$ cat src/rtl/core/ptc_pkg.sv
package ptc_pkg;

    // configuration port geometry
    localparam int ADDR_W = 5;
    localparam int DATA_W = 64;

    // divider geometry: divisor magnitude is at most 2**30
    localparam int NUM_W  = 64;
    localparam int DEN_W  = 31;
    localparam int REM_W  = 30;

    // pipeline depths
    localparam int FRONT_LAT = 12;
    localparam int BACK_LAT  = 7;

    // fixed scaling constants of the compensation
    localparam logic signed [16:0] NUM_SCALE  = 17'sd3125;
    localparam logic signed [32:0] T_OFFSET   = 33'sd128000;
    localparam logic [20:0]        P_FULL     = 21'd1048576;
    localparam logic [63:0]        V1_BIAS    = 64'h0000_8000_0000_0000;
    localparam logic [31:0]        T_ROUND    = 32'd128;

    // register map
    typedef enum logic [1:0] {
        REG_TEMP  = 2'd0,
        REG_PLOW  = 2'd1,
        REG_PHIGH = 2'd2,
        REG_NINE  = 2'd3
    } t_reg_idx;

    typedef struct packed {
        logic [19:0] raw_pressure;
        logic [19:0] raw_temperature;
    } t_in_item;

    typedef struct packed {
        logic signed [31:0] temperature_centi;
        logic [31:0]        pressure_q24_8;
    } t_out_item;

    typedef struct packed {
        logic [15:0] t1;
        logic [15:0] t2;
        logic [15:0] t3;
        logic [15:0] p1;
        logic [15:0] p2;
        logic [15:0] p3;
        logic [15:0] p4;
        logic [15:0] p5;
        logic [15:0] p6;
        logic [15:0] p7;
        logic [15:0] p8;
        logic [15:0] p9;
    } t_coef;

    typedef struct packed {
        logic [31:0] temp;
        logic        zero;
        logic        qneg;
    } t_side;

    typedef struct packed {
        logic [NUM_W-1:0] un;
        logic [DEN_W-1:0] ud;
        t_side            side;
    } t_div_in;

    // low partial product of a 64-bit word by a signed coefficient, sign extended
    function automatic logic [63:0] pp_lo(input logic [31:0] x, input logic signed [16:0] c);
        logic signed [32:0] xs;
        logic signed [49:0] pr;
        xs = $signed({1'b0, x});
        pr = xs * c;
        return {{14{pr[49]}}, pr};
    endfunction

    // high partial product, only the bits that land below 2**64
    function automatic logic [31:0] pp_hi(input logic [31:0] x, input logic signed [16:0] c);
        logic [31:0] cx;
        cx = {{15{c[16]}}, c};
        return x * cx;
    endfunction

endpackage

$ cat src/rtl/core/ptc_cfg.sv
module ptc_cfg (
    input  logic                        i_clk,
    input  logic                        i_rst_n,
    input  logic                        psel,
    input  logic                        penable,
    input  logic                        pwrite,
    input  logic [ptc_pkg::ADDR_W-1:0]  paddr,
    input  logic [ptc_pkg::DATA_W-1:0]  pwdata,
    output logic [ptc_pkg::DATA_W-1:0]  prdata,
    output logic                        pready,
    output ptc_pkg::t_coef              o_coef
);

    logic [47:0] r_temp;
    logic [63:0] r_plow;
    logic [63:0] r_phigh;
    logic [15:0] r_nine;
    logic        w_wr;
    ptc_pkg::t_reg_idx w_idx;

    assign pready = 1'b1;
    assign w_wr   = psel & penable & pwrite;
    assign w_idx  = ptc_pkg::t_reg_idx'(paddr[4:3]);

    // register write on the access phase of a transfer
    always_ff @(posedge i_clk) begin
        if (!i_rst_n) begin
            r_temp  <= '0;
            r_plow  <= '0;
            r_phigh <= '0;
            r_nine  <= '0;
        end else if (w_wr) begin
            unique case (w_idx)
                ptc_pkg::REG_TEMP:  r_temp  <= pwdata[47:0];
                ptc_pkg::REG_PLOW:  r_plow  <= pwdata;
                ptc_pkg::REG_PHIGH: r_phigh <= pwdata;
                ptc_pkg::REG_NINE:  r_nine  <= pwdata[15:0];
                default: ;
            endcase
        end
    end

    // read mux
    always_comb begin
        unique case (w_idx)
            ptc_pkg::REG_TEMP:  prdata = {16'd0, r_temp};
            ptc_pkg::REG_PLOW:  prdata = r_plow;
            ptc_pkg::REG_PHIGH: prdata = r_phigh;
            ptc_pkg::REG_NINE:  prdata = {48'd0, r_nine};
            default:            prdata = '0;
        endcase
    end

    // coefficient slices
    assign o_coef.t1 = r_temp[15:0];
    assign o_coef.t2 = r_temp[31:16];
    assign o_coef.t3 = r_temp[47:32];
    assign o_coef.p1 = r_plow[15:0];
    assign o_coef.p2 = r_plow[31:16];
    assign o_coef.p3 = r_plow[47:32];
    assign o_coef.p4 = r_plow[63:48];
    assign o_coef.p5 = r_phigh[15:0];
    assign o_coef.p6 = r_phigh[31:16];
    assign o_coef.p7 = r_phigh[47:32];
    assign o_coef.p8 = r_phigh[63:48];
    assign o_coef.p9 = r_nine;

endmodule

$ cat config.mk
export PLATFORM = sky130hd
export DESIGN_NAME = ptc_cfg
export DESIGN_NICKNAME = d
export VERILOG_FILES = /design/src/rtl/core/ptc_pkg.sv /design/src/rtl/core/ptc_cfg.sv
export SDC_FILE = /design/constraint.sdc
export NUM_CORES = 1
export LEC_CHECK = 0
export ABC_AREA = 1
export BUFFER_PORTS_ARGS = -buffer_cell sky130_fd_sc_hd__buf_2
export CELL_PAD_IN_SITES_DETAIL_PLACEMENT = 0
export CELL_PAD_IN_SITES_GLOBAL_PLACEMENT = 1
export CORE_UTILIZATION = 33
export DETAILED_ROUTE_END_ITERATION = 10
export HOLD_SLACK_MARGIN = 0.15
export PLACE_DENSITY_LB_ADDON = 0.1
export SLEW_MARGIN = 40
export SYNTH_ARGS = -nofsm -noshare
export SYNTH_HDL_FRONTEND = slang
export SYNTH_SLANG_ARGS = --single-unit
$ cat constraint.sdc
create_clock -name i_clk -period 1.4 [get_ports i_clk]
set_input_delay 0.28 -clock i_clk [delete_from_list [all_inputs] [get_ports i_clk]]
set_output_delay 0.28 -clock i_clk [all_outputs]
set_load 0.02 [all_outputs]
==> results of run 1 <==
==> worst register-to-register path, stage by stage, from the launching register on <==
cell and delay [ps]:
dfxtp_1 450, nor2_1 80, nor2_1 100
==> kinds of logic (layout without fill, tap and decap cells) <==
kind of cell	count (synthesis)	count (layout)	synth area share, %
and+or+nand+nor	1038	1038	47.8
DFF	192	192	43.3
other	1	2	0.0422
buffers and inverters	170	533	8.88
==> worst max-delay path by stage <==
stage | endpoint | slack [ps] | cells after the start
after floorplan | prdata[11] | 50 | 5
after detailed placement | prdata[30] | -260 | 7
after global placement | prdata[30] | -220 | 7
final | prdata[31] | -100 | 8
after CTS | prdata[1] | -100 | 9
after global routing | prdata[28] | -150 | 8
==> layout make-up <==
type,count,area (sq um),share of cell area (%)
Inverter,68,265,1.99
Antenna cell,1,2.50,0.0188
Multi-Input combinational cell,1039,4640,34.8
Clock buffer,17,425,3.19
Timing Repair Buffer,433,3570,26.7
Sequential cell,192,3860,29.0
Clock inverter,15,150,1.13
Tap cell,335,419,3.14
==> metal layers <==
layer | track usage (%) | up-vias | routed length (um) | part of all wire [%]
met5 | 0 | - | 0 | 0
met1 | 31.6 | 4627 | 15700 | 46
met4 | 6.01 | 0 | 425 | 1.2
li1 | - | 5047 | - | -
met3 | 3.79 | 24 | 1820 | 5.3
met2 | 38.8 | 300 | 16100 | 47
==> registers in the layout (all words and copies together), names as in the netlist <==
signal   flops
r_plow      64
r_phigh     64
r_temp      48
r_nine      16
==> power breakdown <==
| part | internal (uW) | leakage, uW | switching, uW |
|---|---|---|---|
| registers | 5580 | 0.00156 | 117 |
| clock network | 2370 | 0.000285 | 2420 |
| logic | 817 | 0.00508 | 1110 |
| total | 8770 | 0.00693 | 3640 |
==> per-stage QoR <==
| stage | power [uW] | TNS [ps] |
|---|---|---|
| 2_1_floorplan | 6710 | 0 |
| 3_3_place_gp | 7340 | -15970 |
| 3_5_place_dp | 7350 | -21280 |
| 4_1_cts | 12500 | -3590 |
| 5_1_grt | 13000 | -6510 |
| 6_report | 12400 | -3380 |
==> what timing repair did <==
action,4_1_cts,5_1_grt
resized for setup,175,87
buffers inserted,23,1
pin swaps,13,30
setup endpoints to repair,64,64
cloned,12,7
endpoints found under the hold margin,11,0
hold buffers,1,0
==> cell usage after synthesis <==
| master | instances |
|---|---|
| buf_1 | 8 |
| buf_2 | 60 |
| buf_4 | 16 |
| buf_6 | 2 |
| clkbuf_1 | 16 |
| conb_1 | 1 |
| dfxtp_1 | 192 |
| inv_1 | 68 |
| nand2_1 | 405 |
| nand3_1 | 224 |
| nand3_2 | 1 |
| nand4_1 | 16 |
| nor2_1 | 388 |
| nor2_2 | 2 |
| nor2_4 | 2 |
==> impl_results.md, run 1 <==
- Status: finished with violations
- Failing checks: design-rule violations, negative setup slack
- RSZ-0062 raised after global routing: true
- Commonest non-fill, non-tap cell in the layout: nor2_1
- Fin crit share: 107%
- Via count: 9998
- Dpl cells: 2028
- Initial Utilization: 33.9%
- Share of layout cells above drive strength 1: 32.5%
- Most frequent cells in the layout: 384 x nor2_1, 352 x nand2_1, 267 x buf_2, 192 x nand3_1, 178 x dfxtp_1
- CP max stage cell: buf_12
- Drt first-iter violations: 594
- Worst hold start: pwdata[55]
- Syn Inst Count: 1401
- DPL Wire Length: 20900 um
- Inserted Clock Buffers: 17
- Row cnt: 59
- Critical path startpoint: paddr[3]
- Max Cap Violations: 0
- Synth cell types: 15
- Critical path launch point type: input pin
- Worst Path Buf+Inv: 5
- Fill count: 2725
- FF-to-FF path depth: 2
- Top cell type by total area after synthesis: dfxtp_1
- CP max stage delay: 150 ps
- DR WL/cell: 16.2 um
- Count of pins over their slew limit: 0
- Final wirelength: 34100 um
- Final core utilization: 50.9%
- Final Critical Period: 1500 ps
- Worst path cell trace: buf_12, nor2_4, buf_12, buf_8, buf_12, nand2_1, nand3_2, buf_6
- Maximum VDD drop: 538 uV
- Bufs on Longest Clock Path: 2
- Die height: 166 um
- Remaining antenna violation count: 0
- Crit path DAT: 1220 ps
- Synth warn: 0
- Pin count of the biggest net entering global routing: 65
- R2R Path End: r_phigh[39]$_SDFFE_PN0P_
- Register-to-Register Setup Slack: 710 ps
- Die Area: 27600 sq um
- Nets: 1825
- Dpl ws: -257 ps
- Final Hold Violating Endpoints: 0
- Maximum clock frequency: 665 MHz
- Vias per inst: 4.76
- Gr ovfl total: 0
- Worst skew pair latency: 430 ps
- TritonCTS clock tree: yes
- Synth Register Bits: 192
- Synthesized area: 8880 sq um
- Worst Clk Skew: 0 ps
- WP data required: 1120 ps
- GPL Wtd Cong: 0.776
- Layout Cells excl Fill: 2100
- Port Buffer Count: 326
- Cell area after placement: 11300 sq um
- DRC viols: 24
- Worst Setup End Kind: output port
- Die X-Extent: 166 um
- Post-synth top area share: 43.3%
- R2R Path Start: r_phigh[39]$_SDFFE_PN0P_
- Setup violators final: 63
- Sequential share of the synthesized area: 43.3%
- Htree depth: 4
- HP Class: input pin to flip-flop
- Critical path's top delay family: buffers and inverters
- # clock sinks: 192
- Final worst slack: -103 ps
- Top cells by area, synth: dfxtp_1 43%, nand2_1 17%, nor2_1 16%, nand3_1 13%, buf_2 3.4%
- Critical path type: input pin to output port
- Syn_nets: 1475
- P per Cell Area: 931 nW/um^2
- CP max FO: 8
- Vias in the first global route: 8864
- Most used cell, CP: buf_12
- WHS: 165 ps
- Mapped Avg Cell Area: 6.34 sq um
- Antenna violations before repair: 1
- Design Area, Final: 13300 sq um
- Worst-path clk slew: 80 ps
- First drt pass iteration count: 10
- Core area: 26200 sq um
- First-pass GRT wire length: 50700 um
- CTS root buf: clkbuf_16
- Sink of the worst hold path: r_phigh[55]$_SDFFE_PN0P_
- Min-Delay Path Depth: 5
- Boundary Pins: 331
- Leak: 0.00693 uW
- Area delta synth->final: 50.2%
- Total track usage: 23.4%
(Power assumes the default switching activity.)
==> inputs of run 2 (changes only) <==
--- a/config.mk
+++ b/config.mk
@@ -5,11 +5,10 @@
 export SDC_FILE = /design/constraint.sdc
 export NUM_CORES = 1
 export LEC_CHECK = 0
-export ABC_AREA = 1
 export BUFFER_PORTS_ARGS = -buffer_cell sky130_fd_sc_hd__buf_2
 export CELL_PAD_IN_SITES_DETAIL_PLACEMENT = 0
 export CELL_PAD_IN_SITES_GLOBAL_PLACEMENT = 1
-export CORE_UTILIZATION = 33
+export CORE_UTILIZATION = 36
 export DETAILED_ROUTE_END_ITERATION = 10
 export HOLD_SLACK_MARGIN = 0.15
 export PLACE_DENSITY_LB_ADDON = 0.1
==> run 2 against run 1 <==
Net effect: the flow finishes with violations (negative setup slack); clock power is 2% lower; die area shrank 15%; core utilization increased by 7.8 points; clock skew did not move; first-iteration DRC count decreased by 58%; hold slack worse by 2.9 ps; clock-buffer cell count rose by 1; sequential power fell by 2%; total power decreased by 6.2%; combinational power is 29% lower; highest routed layer is now met5.
==> impl_results.md, run 2 <==
- Maximum clock frequency: 599 MHz (-9.9%)
- Register Area: 3910 sq um (+1.4%)
- Via count: 7567 (-24%)
- Fill count: 1980 (-27%)
- Worst path cell trace: mux4_2, buf_6
- Synth Register Bits: 192 (unchanged)
- Total track usage: 22.2% (-1.2 points)
- Gr ovfl total: 0 (unchanged)
- Synth warn: 0 (unchanged)
- Nets: 1349 (-26%)
- Crit path DAT: 1390 ps (+170 ps)
- GPL Wtd Cong: 0.746 (-3.9%)
- Bufs on Longest Clock Path: 2 (unchanged)
- Worst Path Buf+Inv: 1 (-4)
- First-pass GRT wire length: 40900 um (-19%)
- Leak: 0.00651 uW (-6.0%)
- Final worst slack: -268 ps (-166 ps)
- Drt first-iter violations: 249 (-58%)
- Count of pins over their slew limit: 0 (unchanged)
- WP data required: 1120 ps (about the same)
- Boundary Pins: 331 (unchanged)
- Pin count of the biggest net entering global routing: 48 (-26%)
- Die Area: 23600 sq um (-15%)
- DR WL/cell: 17.0 um (+4.5%)
- Core area: 22600 sq um (-14%)
- Final wirelength: 26700 um (-22%)
- Setup violators final: 65 (+3.2%)
- Failing checks: negative setup slack
- RSZ-0062 raised after global routing: true
- Post-synth top area share: 46.5% (+3.2 points)
- Flop pwr share: 48.0% (+2.1 points)
- Fin crit share: 119% (+12 points)
- Top cells by area, synth: dfxtp_1 47%, mux2i_1 27%, nand2_1 13%, mux4_2 4.4%, o21ai_0 1.9%
- Worst Setup End Kind: output port
- Sw Ratio: 26.4% (-3.0 points)
- Row cnt: 55 (-6.8%)
- Total negative slack: -10980 ps (-7590 ps)
- Die X-Extent: 153 um (-7.6%)
- Top cell type by total area after synthesis: dfxtp_1
- WHS: 163 ps (-2.87 ps)
- Multi-input logic area: 4540 sq um (-2.2%)
- DRC viols: 0 (-100%)
- # clock sinks: 192 (unchanged)
- EDFF count, synth: 0 (unchanged)
- Most frequent cells in the layout: 257 x nand2_1, 257 x buf_2, 219 x mux2i_1, 136 x dfxtp_1, 72 x buf_6
- Most frequent cell after synthesis: nand2_1
- Worst-path clk slew: 70 ps (about the same)
- Synth cell types: 18 (+3)
- Status: finished with violations
- Sequential share of the synthesized area: 46.5% (+3.2 points)
- CP max stage delay: 490 ps (+340 ps)
- Top cells by count, synth: 289 x nand2_1, 224 x mux2i_1, 192 x dfxtp_1, 36 x clkbuf_1, 32 x o21ai_0
- Antenna violations before repair: 2 (+1)
- Initial Utilization: 36.6% (+2.7 points)
- TritonCTS clock tree: yes
- Power Total: 11600 uW (-6.2%)
- Fraction of registers with async set or reset after synthesis: 0% (unchanged)
- Final Hold Violating Endpoints: 0 (unchanged)
- Mapped Avg Cell Area: 9.76 sq um (+54%)
- Dpl cells: 1455 (-28%)
- WP depth: 2 (-6)
- Syn Inst Count: 846 (-40%)
- Power Internal: 8570 uW (-2.3%)
- HP Class: input pin to flip-flop
- Biggest regs: r_phigh x64, r_plow x64, r_temp x48
- Maximum VDD drop: 520 uV (-3.4%)
- Clock power share: 40.2% (+1.6 points)
- Critical path's top delay family: multiplexers
- Inserted Clock Buffers: 17 (unchanged)
- Worst Clk Skew: 0 ps (unchanged)
- Top_reg_cell synth: dfxtp_1
- Port Buffer Count: 326 (unchanged)
- FF-to-FF path depth: 4 (+2)
- Final Critical Period: 1670 ps (+166 ps)
- First drt pass iteration count: 4 (-6)
- P per Cell Area: 880 nW/um^2 (-5.5%)
- Area delta synth->final: 60.3%
- Vias in the first global route: 7402 (-16%)
- Critical path type: flip-flop to output port
- Dpl ws: -223 ps (+33.5 ps)
- Switch Pwr: 3070 uW (-16%)
- Min-Delay Path Depth: 3 (-2)
- Die height: 153 um (-7.6%)
- Vias per inst: 4.81 (+1.0%)
- Synthesized area: 8260 sq um (-7.0%)
- CTS root buf: clkbuf_16
- Worst skew pair latency: 420 ps (about the same)
- Comb pwr share: 11.7% (-3.8 points)
- Htree depth: 4 (unchanged)
- Share of layout cells above drive strength 1: 48.6% (+16 points)
- Layout Cells excl Fill: 1573 (-25%)
- Remaining antenna violation count: 0 (unchanged)
- Syn_nets: 920 (-38%)
- CP max FO: 2 (-6)
- Max Cap Violations: 0 (unchanged)
- Critical path launch point type: flip-flop
- CP max stage cell: mux4_2
- DPL Wire Length: 17500 um (-16%)
## run 2: changes by cell type after synthesis, moves of 16 or more
| cell | delta |
|---|---|
| a22o_1 | +16 |
| buf_2 | -45 |
| clkbuf_1 | +20 |
| inv_1 | -68 |
| mux2i_1 | +224 |
| mux4_2 | +16 |
| nand2_1 | -116 |
| nand3_1 | -223 |
| nand4_1 | -16 |
| nor2_1 | -388 |
| o21ai_0 | +32 |
## run 2: worst paths after layout
path,slack [ps],start,to
setup / recovery,-270,r_nine[9]$_SDFFE_PN0P_,prdata[9]
hold / removal,160,pwdata[31],r_temp[31]$_SDFFE_PN0P_
setup reg to reg,630,r_phigh[15]$_SDFFE_PN0P_,r_phigh[15]$_SDFFE_PN0P_
hold reg to reg,470,r_phigh[10]$_SDFFE_PN0P_,r_phigh[10]$_SDFFE_PN0P_
## run 2: logic make-up after synthesis
kind of cell	count (synthesis)	synth area share, %
AOI/OAI and AO/OA	48	3.64
muxes	240	31.5
buffers and inverters	69	4.54
other	1	0.0454
DFF	192	46.5
and+or+nand+nor	296	13.7
## run 2: per-stage QoR
step | utilization [%] | cell area [sq um]
floorplan | - | 8500
global placement | 48.3 | 10900
detailed placement | 48.3 | 10900
CTS | 57.5 | 13000
global route | 58.6 | 13200
finish | 58.6 | 13200
## run 2: routing by layer
| metal | wire length, um | vias up | global-route usage [%] |
|---|---|---|---|
| met3 | 1230 | 36 | 4.08 |
| li1 | - | 3740 | - |
| met5 | 13 | - | 0 |
| met2 | 12900 | 234 | 38.2 |
| met4 | 440 | 2 | 7.00 |
| met1 | 12000 | 3555 | 28.1 |
## run 2: final cells by class
class,instances,area share (%)
clock inverters,13,0.879
repair buffers,479,29.2
multi-input cells,585,34.3
flip-flops and latches,192,29.6
well taps,285,2.69
clock buffers,18,3.32
diodes,1,0.0189
## run 2: power groups by stage
stage / Sequential, uW / Clock, uW / Combinational [uW]
2_1_floorplan: 5790 / 0 / 527
3_3_place_gp: 5710 / 0 / 1030
3_5_place_dp: 5710 / 0 / 1030
4_1_cts: 5590 / 4820 / 1350
5_1_grt: 5600 / 5050 / 1450
6_report: 5590 / 4680 / 1370
## run 2: worst min-delay path, stage by stage
cell     delay (ps)
buf_2           100
nand2_1          90
mux2i_1          70
## run 2: what timing repair did
action | CTS | global route
buffers inserted | 28 | 8
endpoints found under the hold margin | 98 | 0
gates cloned | 9 | 1
hold buffers | 42 | 0
setup endpoints to repair | 64 | 65
pin swaps | 18 | 19
gates resized for setup | 225 | 62
==> inputs of run 3 (changes only) <==
--- a/config.mk
+++ b/config.mk
@@ -8,6 +8,7 @@
 export BUFFER_PORTS_ARGS = -buffer_cell sky130_fd_sc_hd__buf_2
 export CELL_PAD_IN_SITES_DETAIL_PLACEMENT = 0
 export CELL_PAD_IN_SITES_GLOBAL_PLACEMENT = 1
+export CORE_MARGIN = 10
 export CORE_UTILIZATION = 36
 export DETAILED_ROUTE_END_ITERATION = 10
 export HOLD_SLACK_MARGIN = 0.15
==> run 3 against run 2 <==
Net effect: the run still ends with negative setup slack left; non-clock buffer count grew 8; critical path type unchanged; register-to-register slack gained 20 ps; clock-buffer cell count grew 2; sequential power is essentially flat.
==> impl_results.md, run 3 (same netlist as run 2, synthesis figures left out) <==
- Gr ovfl total: 0 (unchanged)
- Failing checks: negative setup slack
- Dpl cells: 1465 (+0.69%)
- Max Cap Violations: 0 (unchanged)
- Fin crit share: 122% (+2.8 points)
- P per Cell Area: 880 nW/um^2 (about the same)
- # clock sinks: 192 (unchanged)
- Sw Ratio: 26.5% (+0.14 points)
- Final worst slack: -307 ps (-38.5 ps)
- Pin count of the biggest net entering global routing: 67 (+40%)
- Maximum VDD drop: 568 uV (+9.2%)
- Cell area after placement: 10900 sq um (+0.21%)
- WHS: 158 ps (-4.73 ps)
- Area delta synth->final: 60.6%
- Die height: 171 um (+12%)
- Critical path launch point type: flip-flop
- Total track usage: 20.2% (-2.0 points)
- Worst skew pair latency: 430 ps (about the same)
- Clock power share: 40.3% (about the same)
- Top layer in use: met5
- Worst hold start: pwdata[18]
- Htree depth: 4 (unchanged)
- RSZ-0062 raised after global routing: true
- Leak: 0.00654 uW (+0.42%)
- First-pass GRT wire length: 46200 um (+13%)
- Vias in the first global route: 7955 (+7.5%)
- Most frequent cells in the layout: 259 x buf_2, 257 x nand2_1, 214 x mux2i_1, 136 x dfxtp_1, 82 x buf_4
- Inserted Clock Buffers: 17 (unchanged)
- DR WL/cell: 19.1 um (+13%)
- Core area: 22600 sq um (+0.31%)
- Crit path DAT: 1430 ps (+40 ps)
- End of the critical path: prdata[15]
- Register-to-Register Setup Slack: 650 ps (+20 ps)
- Critical path startpoint: r_phigh[15]$_SDFFE_PN0P_
- CTS root buf: clkbuf_16
- Met1 WL: 13000 um (+8.3%)
- Via count: 7648 (+1.1%)
- Antenna cells: 0 (-1)
- Row cnt: 55 (unchanged)
- Die X-Extent: 171 um (+12%)
- Worst-path clk slew: 70 ps (about the same)
- Status: finished with violations
- DPL Wire Length: 21000 um (+20%)
- Share of layout cells above drive strength 1: 49.3% (+0.74 points)
- Final wirelength: 30200 um (+13%)
- TritonCTS clock tree: yes
- Flop pwr share: 47.9% (about the same)
- Critical path type: flip-flop to output port
- Commonest non-fill, non-tap cell in the layout: buf_2
- Met2 WL: 14800 um (+14%)
- Fill count: 1987 (+0.35%)
- Comb pwr share: 11.8% (about the same)
- R2R Path Start: r_phigh[43]$_SDFFE_PN0P_
- FF-to-FF path depth: 2 (-2)
- Nets: 1357 (+0.59%)
- Power Internal: 8580 uW (+0.14%)
- Worst Clk Skew: 0 ps (unchanged)
- Boundary Pins: 331 (unchanged)
- Remaining antenna violation count: 0 (unchanged)
- DRC viols: 0 (unchanged)
- Final Critical Period: 1710 ps (+38.5 ps)
- Port Buffer Count: 326 (unchanged)
- GPL Wtd Cong: 0.764 (+2.4%)
- R2R Path End: r_phigh[43]$_SDFFE_PN0P_
- Power Total: 11700 uW (+0.33%)
- Biggest regs: r_phigh x64, r_plow x64, r_temp x48
- Worst Setup End Kind: output port
- CP max FO: 3 (+1)
- Design Area, Final: 13300 sq um (+0.24%)
- First drt pass iteration count: 7 (+3)
- Drt first-iter violations: 399 (+60%)
- Setup violators final: 64 (-1.5%)
- WP data required: 1120 ps (about the same)
- Maximum clock frequency: 586 MHz (-2.3%)
- Multi-input logic area: 4570 sq um (+0.55%)
- Antenna violations before repair: 1 (-1)
- Final Hold Violating Endpoints: 0 (unchanged)
- Initial Utilization: 36.5% (-0.11 points)
- Count of pins over their slew limit: 0 (unchanged)
- Final core utilization: 58.6% (about the same)
- Vias per inst: 4.84 (+0.56%)
- Die Area: 29400 sq um (+25%)
- Register Area: 3910 sq um (unchanged)
- Routed length on met3: 2010 um (+64%)
- Layout Cells excl Fill: 1581 (+0.51%)
- Switch Pwr: 3100 uW (+0.86%)
- Bufs on Longest Clock Path: 2 (unchanged)
- HP Class: input pin to flip-flop
[run 3: through the flow]
step,setup slack (ps),TNS [ps]
finish,-307,-11890
global route,-329,-14240
CTS,-322,-16460
detailed placement,-322,-52230
global placement,-301,-47840
floorplan,3.08,0
[run 3: worst min-delay path by stage]
stage	slack, ps	cells after the start	end
4_1_cts	150	3	r_temp[18]$_SDFFE_PN0P_
3_3_place_gp	450	2	r_phigh[11]$_SDFFE_PN0P_
3_5_place_dp	460	2	r_nine[15]$_SDFFE_PN0P_
6_report	160	3	r_temp[18]$_SDFFE_PN0P_
2_1_floorplan	440	2	r_phigh[56]$_SDFFE_PN0P_
5_1_grt	180	3	r_temp[47]$_SDFFE_PN0P_
[run 3: critical path: stages (launching register included)]
cell,delay [ps]
dfxtp_2,330
mux4_2,510
buf_6,160
[run 3: routing by layer]
layer	global-route usage (%)	vias up
met2	34.4	231
met4	4.69	2
met3	5.50	22
li1	-	3740
met5	0	-
met1	24.9	3653
[run 3: repair_timing]
action / in CTS / in global routing
hold buffers: 40 / 0
hold endpoints to repair: 97 / 0
setup endpoints to repair: 64 / 69
pin swaps: 35 / 17
gates resized for setup: 251 / 47
buffers inserted: 39 / 6
cloned: 9 / 0
[run 3: power groups by stage]
stage | sequential (uW) | clock (uW) | combinational [uW]
finish | 5600 | 4710 | 1380
global route | 5600 | 5050 | 1480
CTS | 5590 | 4820 | 1420
detailed placement | 5710 | 0 | 1030
global placement | 5710 | 0 | 1030
floorplan | 5790 | 0 | 527
[run 3: layout make-up]
cell class                      count  share of cell area [%]
Multi-Input combinational cell    585                    34.4
Clock inverter                     12                   0.858
Clock buffer                       20                    3.37
Tap cell                          285                    2.69
Sequential cell                   192                    29.5
Timing Repair Buffer              487                    29.2
